--- src/rtl/rgbf_pkg.sv ---
// Shared types, constants and the LED word packing for the LED frame generator.
// Used by every module under rtl; depends on nothing.
package rgbf_pkg;

  localparam int unsigned LED_COUNT_DEFAULT = 12;
  localparam int unsigned CMD_FIFO_DEPTH    = 2;

  localparam int unsigned CFG_INDEX_W = 8;
  localparam int unsigned CFG_DATA_W  = 16;
  localparam int unsigned PERIOD_W    = 16;
  localparam int unsigned COUNTDOWN_W = 17;
  localparam int unsigned BRIGHT_W    = 5;
  localparam int unsigned LEVEL_W     = 8;
  localparam int unsigned WORD_W      = 32;

  localparam logic [CFG_INDEX_W-1:0] REG_UPDATE_PERIOD     = 8'd0;
  localparam logic [CFG_INDEX_W-1:0] REG_GLOBAL_BRIGHTNESS = 8'd1;

  localparam logic [PERIOD_W-1:0] UPDATE_PERIOD_RESET = 16'd10;
  localparam logic [BRIGHT_W-1:0] BRIGHTNESS_RESET    = 5'd31;

  localparam logic [LEVEL_W-1:0] LEVEL_MAX = 8'd255;
  localparam logic [LEVEL_W-1:0] LEVEL_MIN = 8'd1;

  localparam logic [2:0]        LED_PREFIX = 3'b111;
  localparam logic [WORD_W-1:0] START_WORD = 32'h0000_0000;
  localparam logic [WORD_W-1:0] STOP_WORD  = 32'hFFFF_FFFF;

  typedef enum logic [1:0] {
    COLOR_RED   = 2'd0,
    COLOR_GREEN = 2'd1,
    COLOR_BLUE  = 2'd2
  } color_e;

  // One frame job handed from the front end to the word sequencer
  typedef struct packed {
    logic [BRIGHT_W-1:0] brightness;
    logic [LEVEL_W-1:0]  blue;
    logic [LEVEL_W-1:0]  green;
    logic [LEVEL_W-1:0]  red;
  } led_cmd_t;

  function automatic logic [WORD_W-1:0] led_word(input led_cmd_t cmd);
    led_word = {LED_PREFIX, cmd.brightness, cmd.blue, cmd.green, cmd.red};
  endfunction

endpackage

--- src/rtl/rgbf_front.sv ---
// Front end: configuration registers, tick countdown and fade state machine.
// Turns each firing tick into one frame job. Depends on rgbf_pkg.
module rgbf_front (
  input  logic                               clk_i,
  input  logic                               rst_ni,
  input  logic                               cfg_we_i,
  input  logic [rgbf_pkg::CFG_INDEX_W-1:0]   cfg_index_i,
  input  logic [rgbf_pkg::CFG_DATA_W-1:0]    cfg_data_i,
  input  logic                               tick_valid_i,
  input  logic                               tick_i,
  output logic                               cmd_push_o,
  output rgbf_pkg::led_cmd_t                 cmd_o
);

  logic [rgbf_pkg::PERIOD_W-1:0]    period_q;
  logic [rgbf_pkg::BRIGHT_W-1:0]    bright_q;
  logic [rgbf_pkg::COUNTDOWN_W-1:0] countdown_q, countdown_d;
  logic [rgbf_pkg::LEVEL_W-1:0]     level_q, level_d;
  logic                             down_q, down_d;
  rgbf_pkg::color_e                 color_q, color_d;
  logic                             tick_acc;
  logic                             fire;

  always_ff @(posedge clk_i or negedge rst_ni) begin
    if (!rst_ni) begin
      period_q <= rgbf_pkg::UPDATE_PERIOD_RESET;
      bright_q <= rgbf_pkg::BRIGHTNESS_RESET;
    end else if (cfg_we_i) begin
      unique case (cfg_index_i)
        rgbf_pkg::REG_UPDATE_PERIOD:     period_q <= cfg_data_i[rgbf_pkg::PERIOD_W-1:0];
        rgbf_pkg::REG_GLOBAL_BRIGHTNESS: bright_q <= cfg_data_i[rgbf_pkg::BRIGHT_W-1:0];
        default: ;
      endcase
    end
  end

  assign tick_acc = tick_valid_i && tick_i;
  assign fire     = tick_acc && (countdown_q == '0);

  always_comb begin
    countdown_d = countdown_q;
    level_d     = level_q;
    down_d      = down_q;
    color_d     = color_q;
    if (tick_acc && !fire) begin
      countdown_d = countdown_q - rgbf_pkg::COUNTDOWN_W'(1);
    end
    if (fire) begin
      countdown_d = {1'b0, period_q};
      if (!down_q) begin
        if (level_q == rgbf_pkg::LEVEL_MAX) begin
          down_d = 1'b1;
        end else begin
          level_d = level_q + rgbf_pkg::LEVEL_W'(1);
        end
      end else if (level_q <= rgbf_pkg::LEVEL_MIN) begin
        // bottom of the ramp: turn round and rotate the colour
        level_d = rgbf_pkg::LEVEL_MIN;
        down_d  = 1'b0;
        unique case (color_q)
          rgbf_pkg::COLOR_RED:   color_d = rgbf_pkg::COLOR_GREEN;
          rgbf_pkg::COLOR_GREEN: color_d = rgbf_pkg::COLOR_BLUE;
          default:               color_d = rgbf_pkg::COLOR_RED;
        endcase
      end else begin
        level_d = level_q - rgbf_pkg::LEVEL_W'(1);
      end
    end
  end

  always_ff @(posedge clk_i or negedge rst_ni) begin
    if (!rst_ni) begin
      countdown_q <= '0;
      level_q     <= '0;
      down_q      <= 1'b0;
      color_q     <= rgbf_pkg::COLOR_RED;
    end else begin
      countdown_q <= countdown_d;
      level_q     <= level_d;
      down_q      <= down_d;
      color_q     <= color_d;
    end
  end

  always_comb begin
    cmd_o            = '0;
    cmd_o.brightness = bright_q;
    unique case (color_q)
      rgbf_pkg::COLOR_RED:   cmd_o.red   = level_q;
      rgbf_pkg::COLOR_GREEN: cmd_o.green = level_q;
      rgbf_pkg::COLOR_BLUE:  cmd_o.blue  = level_q;
      default: ;
    endcase
  end

  assign cmd_push_o = fire;

endmodule

--- src/rtl/rgbf_cmd_fifo.sv ---
// Short queue of frame jobs between the front end and the word sequencer.
// Register-based, depth from rgbf_pkg. Depends on rgbf_pkg.
module rgbf_cmd_fifo (
  input  logic               clk_i,
  input  logic               rst_ni,
  input  logic               push_i,
  input  rgbf_pkg::led_cmd_t wdata_i,
  output logic               full_o,
  input  logic               pop_i,
  output logic               empty_o,
  output rgbf_pkg::led_cmd_t rdata_o
);

  localparam int unsigned Depth = rgbf_pkg::CMD_FIFO_DEPTH;
  localparam int unsigned PtrW  = (Depth > 1) ? $clog2(Depth) : 1;
  localparam int unsigned CntW  = $clog2(Depth + 1);

  rgbf_pkg::led_cmd_t mem_q [Depth];
  logic [PtrW-1:0]    wr_ptr_q, rd_ptr_q;
  logic [CntW-1:0]    count_q;
  logic               do_push, do_pop;

  assign full_o  = (count_q == CntW'(Depth));
  assign empty_o = (count_q == '0);
  assign do_push = push_i && !full_o;
  assign do_pop  = pop_i && !empty_o;
  assign rdata_o = mem_q[rd_ptr_q];

  always_ff @(posedge clk_i) begin
    if (do_push) begin
      mem_q[wr_ptr_q] <= wdata_i;
    end
  end

  always_ff @(posedge clk_i or negedge rst_ni) begin
    if (!rst_ni) begin
      wr_ptr_q <= '0;
      rd_ptr_q <= '0;
      count_q  <= '0;
    end else begin
      if (do_push) begin
        wr_ptr_q <= (wr_ptr_q == PtrW'(Depth - 1)) ? '0 : wr_ptr_q + PtrW'(1);
      end
      if (do_pop) begin
        rd_ptr_q <= (rd_ptr_q == PtrW'(Depth - 1)) ? '0 : rd_ptr_q + PtrW'(1);
      end
      count_q <= count_q + CntW'(do_push) - CntW'(do_pop);
    end
  end

endmodule

--- src/rtl/rgbf_back.sv ---
// Word sequencer: expands one frame job into start word, LED words and stop word,
// one word a cycle while the output register is empty or popped. Depends on rgbf_pkg.
module rgbf_back #(
  parameter int unsigned LedCount = rgbf_pkg::LED_COUNT_DEFAULT
) (
  input  logic                          clk_i,
  input  logic                          rst_ni,
  input  logic                          cmd_empty_i,
  input  rgbf_pkg::led_cmd_t            cmd_i,
  output logic                          cmd_pop_o,
  output logic                          empty,
  input  logic                          pop,
  output logic [rgbf_pkg::WORD_W-1:0]   frame_word_o,
  output logic                          last_word_o
);

  localparam int unsigned CntW = $clog2(LedCount + 2);

  logic [CntW-1:0]               cnt_q, cnt_d;
  logic                          valid_q, valid_d;
  logic [rgbf_pkg::WORD_W-1:0]   word_q, word_d;
  logic                          last_q, last_d;
  logic                          advance;

  // the output register can take a new word when empty or being drained
  assign advance = !valid_q || pop;

  always_comb begin
    cnt_d     = cnt_q;
    valid_d   = valid_q;
    word_d    = word_q;
    last_d    = last_q;
    cmd_pop_o = 1'b0;
    if (advance) begin
      valid_d = !cmd_empty_i;
      if (!cmd_empty_i) begin
        if (cnt_q == '0) begin
          word_d = rgbf_pkg::START_WORD;
          last_d = 1'b0;
          cnt_d  = cnt_q + CntW'(1);
        end else if (cnt_q == CntW'(LedCount + 1)) begin
          word_d    = rgbf_pkg::STOP_WORD;
          last_d    = 1'b1;
          cnt_d     = '0;
          cmd_pop_o = 1'b1;
        end else begin
          word_d = rgbf_pkg::led_word(cmd_i);
          last_d = 1'b0;
          cnt_d  = cnt_q + CntW'(1);
        end
      end
    end
  end

  always_ff @(posedge clk_i or negedge rst_ni) begin
    if (!rst_ni) begin
      cnt_q   <= '0;
      valid_q <= 1'b0;
    end else begin
      cnt_q   <= cnt_d;
      valid_q <= valid_d;
    end
  end

  always_ff @(posedge clk_i) begin
    word_q <= word_d;
    last_q <= last_d;
  end

  assign empty        = !valid_q;
  assign frame_word_o = word_q;
  assign last_word_o  = last_q;

endmodule

--- src/rtl/rgb_fade_led_frame_generator_top.sv ---
// LED frame generator with colour fade: top level.
// Instantiates rgbf_front, rgbf_cmd_fifo and rgbf_back; depends on rgbf_pkg.
//
// Input channel: push / full, one ms_tick_i bit per transfer. A tick with
// ms_tick_i low is taken and ignored. The first tick after reset fires a frame,
// then every (update_period+1)th tick does.
// Output channel: empty / pop. A frame is LedCount+2 transfers: a start word of
// zeros, LedCount LED words {111, brightness, blue, green, red}, and a stop word
// of ones with last_word_o set.
// Configuration: cfg_valid_i / cfg_ready_o (always ready), index 0 is
// update_period, index 1 is global_brightness, other indexes are dropped.
// Ticks are taken in every cycle while the two-entry job queue has room; a full
// queue holds off every tick, firing or not. A firing tick's job enters the
// queue at the edge that takes the tick, and the sequencer output register then
// loads the start word, then one word a cycle while pop stays high.
// When the receiver stalls the output word holds, the queue fills and full
// rises after two pending frames. Reset empties the queue, restores the
// register defaults and restarts the fade at red, level zero.
module rgb_fade_led_frame_generator_top #(
  parameter int unsigned LedCount = rgbf_pkg::LED_COUNT_DEFAULT
) (
  input  logic                               clk_i,
  input  logic                               rst_ni,
  input  logic                               cfg_valid_i,
  output logic                               cfg_ready_o,
  input  logic [rgbf_pkg::CFG_INDEX_W-1:0]   cfg_index_i,
  input  logic [rgbf_pkg::CFG_DATA_W-1:0]    cfg_data_i,
  input  logic                               push,
  output logic                               full,
  input  logic                               ms_tick_i,
  output logic                               empty,
  input  logic                               pop,
  output logic [rgbf_pkg::WORD_W-1:0]        frame_word_o,
  output logic                               last_word_o
);

  logic               cmd_push, cmd_pop, cmd_empty, cmd_full;
  rgbf_pkg::led_cmd_t cmd_wdata, cmd_rdata;
  logic               tick_valid;

  assign cfg_ready_o = 1'b1;
  assign full        = cmd_full;
  assign tick_valid  = push && !cmd_full;

  rgbf_front u_front (
    .clk_i       (clk_i),
    .rst_ni      (rst_ni),
    .cfg_we_i    (cfg_valid_i),
    .cfg_index_i (cfg_index_i),
    .cfg_data_i  (cfg_data_i),
    .tick_valid_i(tick_valid),
    .tick_i      (ms_tick_i),
    .cmd_push_o  (cmd_push),
    .cmd_o       (cmd_wdata)
  );

  rgbf_cmd_fifo u_cmd_fifo (
    .clk_i  (clk_i),
    .rst_ni (rst_ni),
    .push_i (cmd_push),
    .wdata_i(cmd_wdata),
    .full_o (cmd_full),
    .pop_i  (cmd_pop),
    .empty_o(cmd_empty),
    .rdata_o(cmd_rdata)
  );

  rgbf_back #(
    .LedCount(LedCount)
  ) u_back (
    .clk_i       (clk_i),
    .rst_ni      (rst_ni),
    .cmd_empty_i (cmd_empty),
    .cmd_i       (cmd_rdata),
    .cmd_pop_o   (cmd_pop),
    .empty       (empty),
    .pop         (pop),
    .frame_word_o(frame_word_o),
    .last_word_o (last_word_o)
  );

endmodule

--- config.mk ---
export PLATFORM = sky130hd
export DESIGN_NAME = rgb_fade_led_frame_generator_top
export DESIGN_NICKNAME = d
export VERILOG_FILES = /design/src/rtl/rgbf_pkg.sv /design/src/rtl/rgbf_front.sv /design/src/rtl/rgbf_cmd_fifo.sv /design/src/rtl/rgbf_back.sv /design/src/rtl/rgb_fade_led_frame_generator_top.sv
export SDC_FILE = /design/constraint.sdc
export NUM_CORES = 1
export LEC_CHECK = 0
export ABC_AREA = 1
export BUFFER_PORTS_ARGS = -buffer_cell sky130_fd_sc_hd__buf_2
export CAP_MARGIN = 20
export CORE_UTILIZATION = 55
export CTS_CLUSTER_SIZE = 24
export DETAILED_ROUTE_END_ITERATION = 12
export GPL_ROUTABILITY_DRIVEN = 1
export PLACE_DENSITY = 0.73
export SYNTH_ARGS = -nofsm -noshare
export SYNTH_HDL_FRONTEND = slang
export SYNTH_SLANG_ARGS = --single-unit
--- constraint.sdc ---
create_clock -name clk_i -period 5.7 [get_ports clk_i]
set_input_delay 0.285 -clock clk_i [delete_from_list [all_inputs] [get_ports clk_i]]
set_output_delay 0.285 -clock clk_i [all_outputs]
set_load 0.1 [all_outputs]
; Word-level counts from Yosys, hierarchy flattened
; Memory sizes are Yosys's and may differ from the RTL's.
; Index checks and enable logic that the tools add are counted.
[totals]
register_bits = 91
ramBits = 58
inputBits = 30
memories = 1
[op_classes]
muxes = 23
eq_ne = 7
reduce_logical = 22
n_lt_le_gt_ge = 1
n_addsub = 8
n_bitwise = 1
[mem_list]
columns = name, words, width, rd, rd_ports_with_merged_regs, wr, line_no
row1 = u_cmd_fifo.mem_q, 2, 29, 1, 0, 1, rgbf_cmd_fifo.sv:18  ; rgbf_pkg::led_cmd_t mem_q [Depth];
[ops]
columns = op, count
row1 = $mux W8, 6
row2 = $mux W17, 2
row3 = $mux W29, 1
row4 = $logic_not A17 Y1, 1
row5 = $sub A17 B1 Y17 const B, 1
row6 = $mux W1, 11
row7 = $add A8 B1 Y8 const B, 1
row8 = $eq A8 B1 Y1 const B, 1
row9 = $eq A8 B8 Y1 const B, 1
row10 = $le A8 B1 Y1 const B, 1
row11 = $logic_not A8 Y1, 1
row12 = $mux W4, 2
row13 = $reduce_and A2 Y1, 4
row14 = $sub A8 B1 Y8 const B, 1
row15 = $logic_and A1 B1 Y1, 6
row16 = $add A4 B1 Y4 const B, 1
row17 = $eq A2 B2 Y1 const B, 2
row18 = $eq A4 B4 Y1 const B, 1
row19 = $logic_not A1 Y1, 4
row20 = $logic_not A2 Y1, 2
row21 = $logic_not A4 Y1, 1
row22 = $pmux W2 S2, 1
row23 = $reduce_and A3 Y1, 1
row24 = $add A1 B1 Y1 const B, 2
row25 = other kinds (7), 7

; Depth between registers and ports, before layout
[depth]
word_depth = 9
ltp_mapped = 12
depth_no_buf = 11

; Cells and area by module
; A second synthesis with hierarchy kept.
[hier_totals]
hier_cells = 812
hier_area_um2 = 7150.6
[modules_own_cells]
columns = mod, seq_area_each_um2, cells_each, n_inst, area_each_um2
row1 = rgbf_front, 1234.9, 489, 1, 3219.3
row2 = rgbf_cmd_fifo, 1841.8, 185, 1, 2332.2
row3 = rgbf_back, 1056.0, 134, 1, 1577.8
row4 = rgb_fade_led_frame_generator_top, 0.0, 4, 1, 21.3

; Worst setup path before layout
; No wires, ideal clock.
[synth_timing]
path_type = reg-to-reg
from = register u_front.countdown_q[0] (netlist name)
to = memory u_cmd_fifo.mem_q[0][0] (netlist name), enable pin
setup_ps = 415
arrival_time_ps = 2399
path_stages_with_launch = 9
period_less_slack_ps = 2814
setup_slack_ps = 2886
t_required_ps = 5285
cell_sequence = dfrtp_1 inv_1 ha_1 inv_1 nor2_1 nand2_2 nor2_8 nand3_2 nor2_1
[synth_between]
elab_chain_len = 5
[synth_rtl]
columns = element, line_no
row1 = from (decl), rgbf_front.sv:17  ; logic [rgbf_pkg::COUNTDOWN_W-1:0] countdown_q, countdown_d;
row2 = from (signal assigned), rgbf_front.sv:78  ; countdown_q <= countdown_d;
row3 = $logic_not A17 Y1, rgbf_front.sv:38  ; assign fire = tick_acc && (countdown_q == '0);
row4 = $logic_and A1 B1 Y1, rgbf_front.sv:38
row5 = $logic_and A1 B1 Y1, rgbf_cmd_fifo.sv:25  ; assign do_push = push_i && !full_o;
row6 = $mux W1, rgbf_cmd_fifo.sv:30  ; if (do_push) begin
row7 = $mux W1 (implied by the code), rgbf_cmd_fifo.sv:31  ; mem_q[wr_ptr_q] <= wdata_i;
row8 = to (decl), rgbf_cmd_fifo.sv:18
; No other way between the ends.

; Worst setup path after layout
[layout_timing]
from = register u_cmd_fifo.count_q[1]
to = memory u_cmd_fifo.mem_q[1][25] (netlist name), enable pin
[layout_between]
elab_chain_len = 8
[layout_rtl]
columns = element, line_no
row1 = from (decl), rgbf_cmd_fifo.sv:20  ; logic [CntW-1:0] count_q;
row2 = from (signal assigned), rgbf_cmd_fifo.sv:47  ; count_q <= count_q + CntW'(do_push) - CntW'(do_pop);
row3 = $eq A2 B2 Y1 *, rgbf_cmd_fifo.sv:23  ; assign full_o = (count_q == CntW'(Depth));
row4 = $logic_not A1 Y1 *, "rgbf_cmd_fifo.sv:25, rgb_fade_led_frame_generator_top.sv:43"
row5 = $logic_and A1 B1 Y1, rgb_fade_led_frame_generator_top.sv:43  ; assign tick_valid = push && !cmd_full;
row6 = $logic_and A1 B1 Y1, rgbf_front.sv:37  ; assign tick_acc = tick_valid_i && tick_i;
row7 = $logic_and A1 B1 Y1, rgbf_front.sv:38
row8 = $logic_and A1 B1 Y1 *, rgbf_cmd_fifo.sv:25
row9 = $mux W1 *, rgbf_cmd_fifo.sv:30
row10 = $mux W1 (implied by the code) *, rgbf_cmd_fifo.sv:31
; Every way passes the cells marked *; elsewhere a longest branch is shown, timed or not.

==> impl_metrics.json <==
{
  "grt_max_degree": 59,
  "power.density_nw_per_um2": 613.3,
  "crit_path_max_fanout": 30,
  "finalCriticalPeriod_ns": 2.612,
  "slowest_delay_ns": 0.56,
  "htreeDepth": 4,
  "slew_headroom_pct": 30.96,
  "leakage_nw": 3.565,
  "wl_um": 13630,
  "total_power_mw": 4.798,
  "io_buffer_count": 64,
  "synth_edf_count": 89,
  "drive_gt1_share_pct": 16.25,
  "highest-signal-layer": "met4",
  "root_buffer": "clkbuf_16",
  "fillers": 968,
  "core_area_um2": 12060,
  "grt_pass1_wl_um": 22630,
  "n_antenna_cell": 0,
  "register_area_um2": 4133,
  "yosysTopAreaCell": "edfxtp_1",
  "final_common_cell": "nand2_1",
  "final_nets": 832,
  "yosys-top-cells-area": "edfxtp_1, dfrtp_1, nand2_1",
  "hold_buffers": 0,
  "cts_tree": "yes",
  "syn_area_um2": 6850,
  "worst_setup_path_start_kind": "register",
  "synth_top_family_by_area": "simple AND/OR/NAND/NOR gates",
  "synth_fa_ha_area_share_pct": 1.644,
  "synthArstFlopShare_pct": 39.46,
  "syn_nets": 771,
  "slowest_stage": "nand2_1",
  "finClkSkew_ns": 0.008407,
  "ctsResizeCount": 0,
  "hold_viol": 0,
  "tightest_slew_ns": 1.036,
  "ys_warn_count": 0,
  "wl_met3_um": 484,
  "clk_pin_slew_ns": 0.06,
  "synth_top_area_share_pct": 39.01,
  "r2r_slack_ns": 3.09,
  "avgSynthCellArea_um2": 9.358,
  "hold_class": "in -> async",
  "critPathKind": "reg -> reg",
  "synth_mux_area_share_pct": 0,
  "gp_congestion": 0.8531,
  "maxCapViolCount": 0,
  "syn2layout_area_growth_pct": 14.19,
  "setup_viol": 0,
  "syn_inst": 732,
  "cts_setup_buffers": 0,
  "worst_slack_ns": 3.088,
  "die_area_um2": 12910,
  "synth_flop_cell": "edfxtp_1",
  "yosys.area_share.simple_pct": 24.55,
  "wl_per_cell_um": 13.99,
  "dpl.hpwl_um": 8979,
  "synth.distinct_cells": 39,
  "wl_met2_um": 7155,
  "detailroute.via_count": 5053,
  "drv_slew": 0,
  "io_pins": 66,
  "max-vdd-ir-drop_uv": 243.2,
  "post_drt_via_cell_ratio": 5.188,
  "grt_pass1_vias": 4955,
  "cts_num_sinks": 147,
  "synth-seq-cells": 147,
  "cts-buffers-inserted": 17,
  "mostFrequentLayoutCells": "nand2_1, nor2_1, edfxtp_1, inv_1, buf_2",
  "clockBufferDepth": 2,
  "grt_usage_pct": 22.78,
  "grt_overflow": 0,
  "fmax_mhz": 382.9,
  "rows": 40,
  "crit_arrival_ns": 2.69,
  "antenna_left": 0,
  "dr.pass1.iters": 5,
  "chipHeight_um": 113.6,
  "synth_seq_area_share_pct": 60.33,
  "drtIter0Drc": 398,
  "synth_xor_area_share_pct": 1.279,
  "status": "finished, final reports clean",
  "initial_core_util_pct": 56.79,
  "period_share_pct": 45.82,
  "chipWidth_um": 113.6,
  "antenna_found_initial": 0,
  "drc": 0,
  "end_kind": "register",
  "synth_compound_area_share_pct": 6.174,
  "drt-met1-wl_um": 5759,
  "crit_required_ns": 5.77,
  "pre_cts_ws_ns": 3.080,
  "rsz0062_at_grt": "no",
  "clk_latency_ns": 0.42,
  "multi_input_area_um2": 2313,
  "crit_chain": "nand2_1 -> nand2_1 -> nor2_2 -> nand3_2 -> nor2_2 -> buf_4",
  "finalSetupTns_ns": 0
}
-- layout make-up --
class,instances,share of cell area [%]
Sequential cell,147,52.83
Multi-Input combinational cell,490,29.57
Clock buffer,19,5.534
Timing Repair Buffer,70,4.718
Inverter,67,3.215
Tap cell,168,2.687
Clock inverter,13,1.440
-- worst paths after layout --
| check | from | to | cells after the start |
|---|---|---|---|
| setup / recovery | u_cmd_fifo.count_q[1] | u_cmd_fifo.mem_q[1][25] | 6 |
| hold / removal | rst_ni | u_front.level_q[2] | 2 |
| hold reg to reg | u_front.bright_q[4] | u_front.bright_q[4] | 2 |
| setup reg to reg | u_cmd_fifo.count_q[1] | u_cmd_fifo.mem_q[1][25] | 6 |
| min in group clk_i | cfg_data_i[7] | u_front.period_q[7] | 3 |
| max in group asynchronous | rst_ni | u_cmd_fifo.rd_ptr_q | 2 |
-- kinds of logic after synthesis --
kind of cell,Yosys count
other,1
flip-flops,147
adder cells (fa/ha/maj),9
buffers and inverters,95
AND/OR/NAND/NOR,394
AO/OA/AOI/OAI,76
XOR/XNOR,10
-- synth_stat cells (8+ instances only) --
cell,count
a31oi_1,29
buf_2,8
clkbuf_1,10
dfrtp_1,51
edfxtp_1,89
ha_1,9
inv_1,64
nand2_1,220
nand3_1,35
nand4_1,8
nor2_1,102
o21ai_0,36
-- sequential cells by signal, indices dropped and copies added, names as in the netlist --
name	count
u_back.cnt_q	4
u_back.frame_word_o	30
u_back.last_word_o	1
u_back.valid_q	1
u_cmd_fifo.count_q	2
u_cmd_fifo.mem_q	58
u_cmd_fifo.rd_ptr_q	1
u_cmd_fifo.wr_ptr_q	1
u_front.bright_q	5
u_front.color_q	2
u_front.countdown_q	17
u_front.down_q	1
u_front.level_q	8
u_front.period_q	16
-- through the flow --
stage | utilization (%) | hold WS, ns | instances | area (um^2)
floorplan | - | -0.01059 | 732 | 6850
global placement | 60.24 | 0.4682 | 941 | 7266
detailed placement | 60.33 | 0.4719 | 942 | 7277
CTS | 64.85 | 0.05591 | 974 | 7823
global route | 64.85 | 0.07420 | 974 | 7823
finish | 64.85 | 0.01247 | 974 | 7823
-- report_power, final --
part / switching (mW) / total [mW] / leakage, nW / internal (mW)
clock: 0.425 / 1.02 / 0.263 / 0.598
sequential: 0.189 / 1.63 / 1.52 / 1.44
combinational: 1.70 / 2.15 / 1.78 / 0.452
total: 2.31 / 4.80 / 3.56 / 2.49
-- layer usage --
layer,up-vias,track usage (%)
met5,-,0
met4,0,9.474
met3,22,4.623
met2,125,41.10
met1,2390,26.42
li1,2516,-
-- critical path, delay by kind of cell, from the launching register on --
family / cells / cell delay [ns]
DFF: 1 / 0.40
buffers and inverters: 1 / 0.36
and+or+nand+nor: 5 / 1.48
Note: power is estimated with default switching activity, not from simulation.
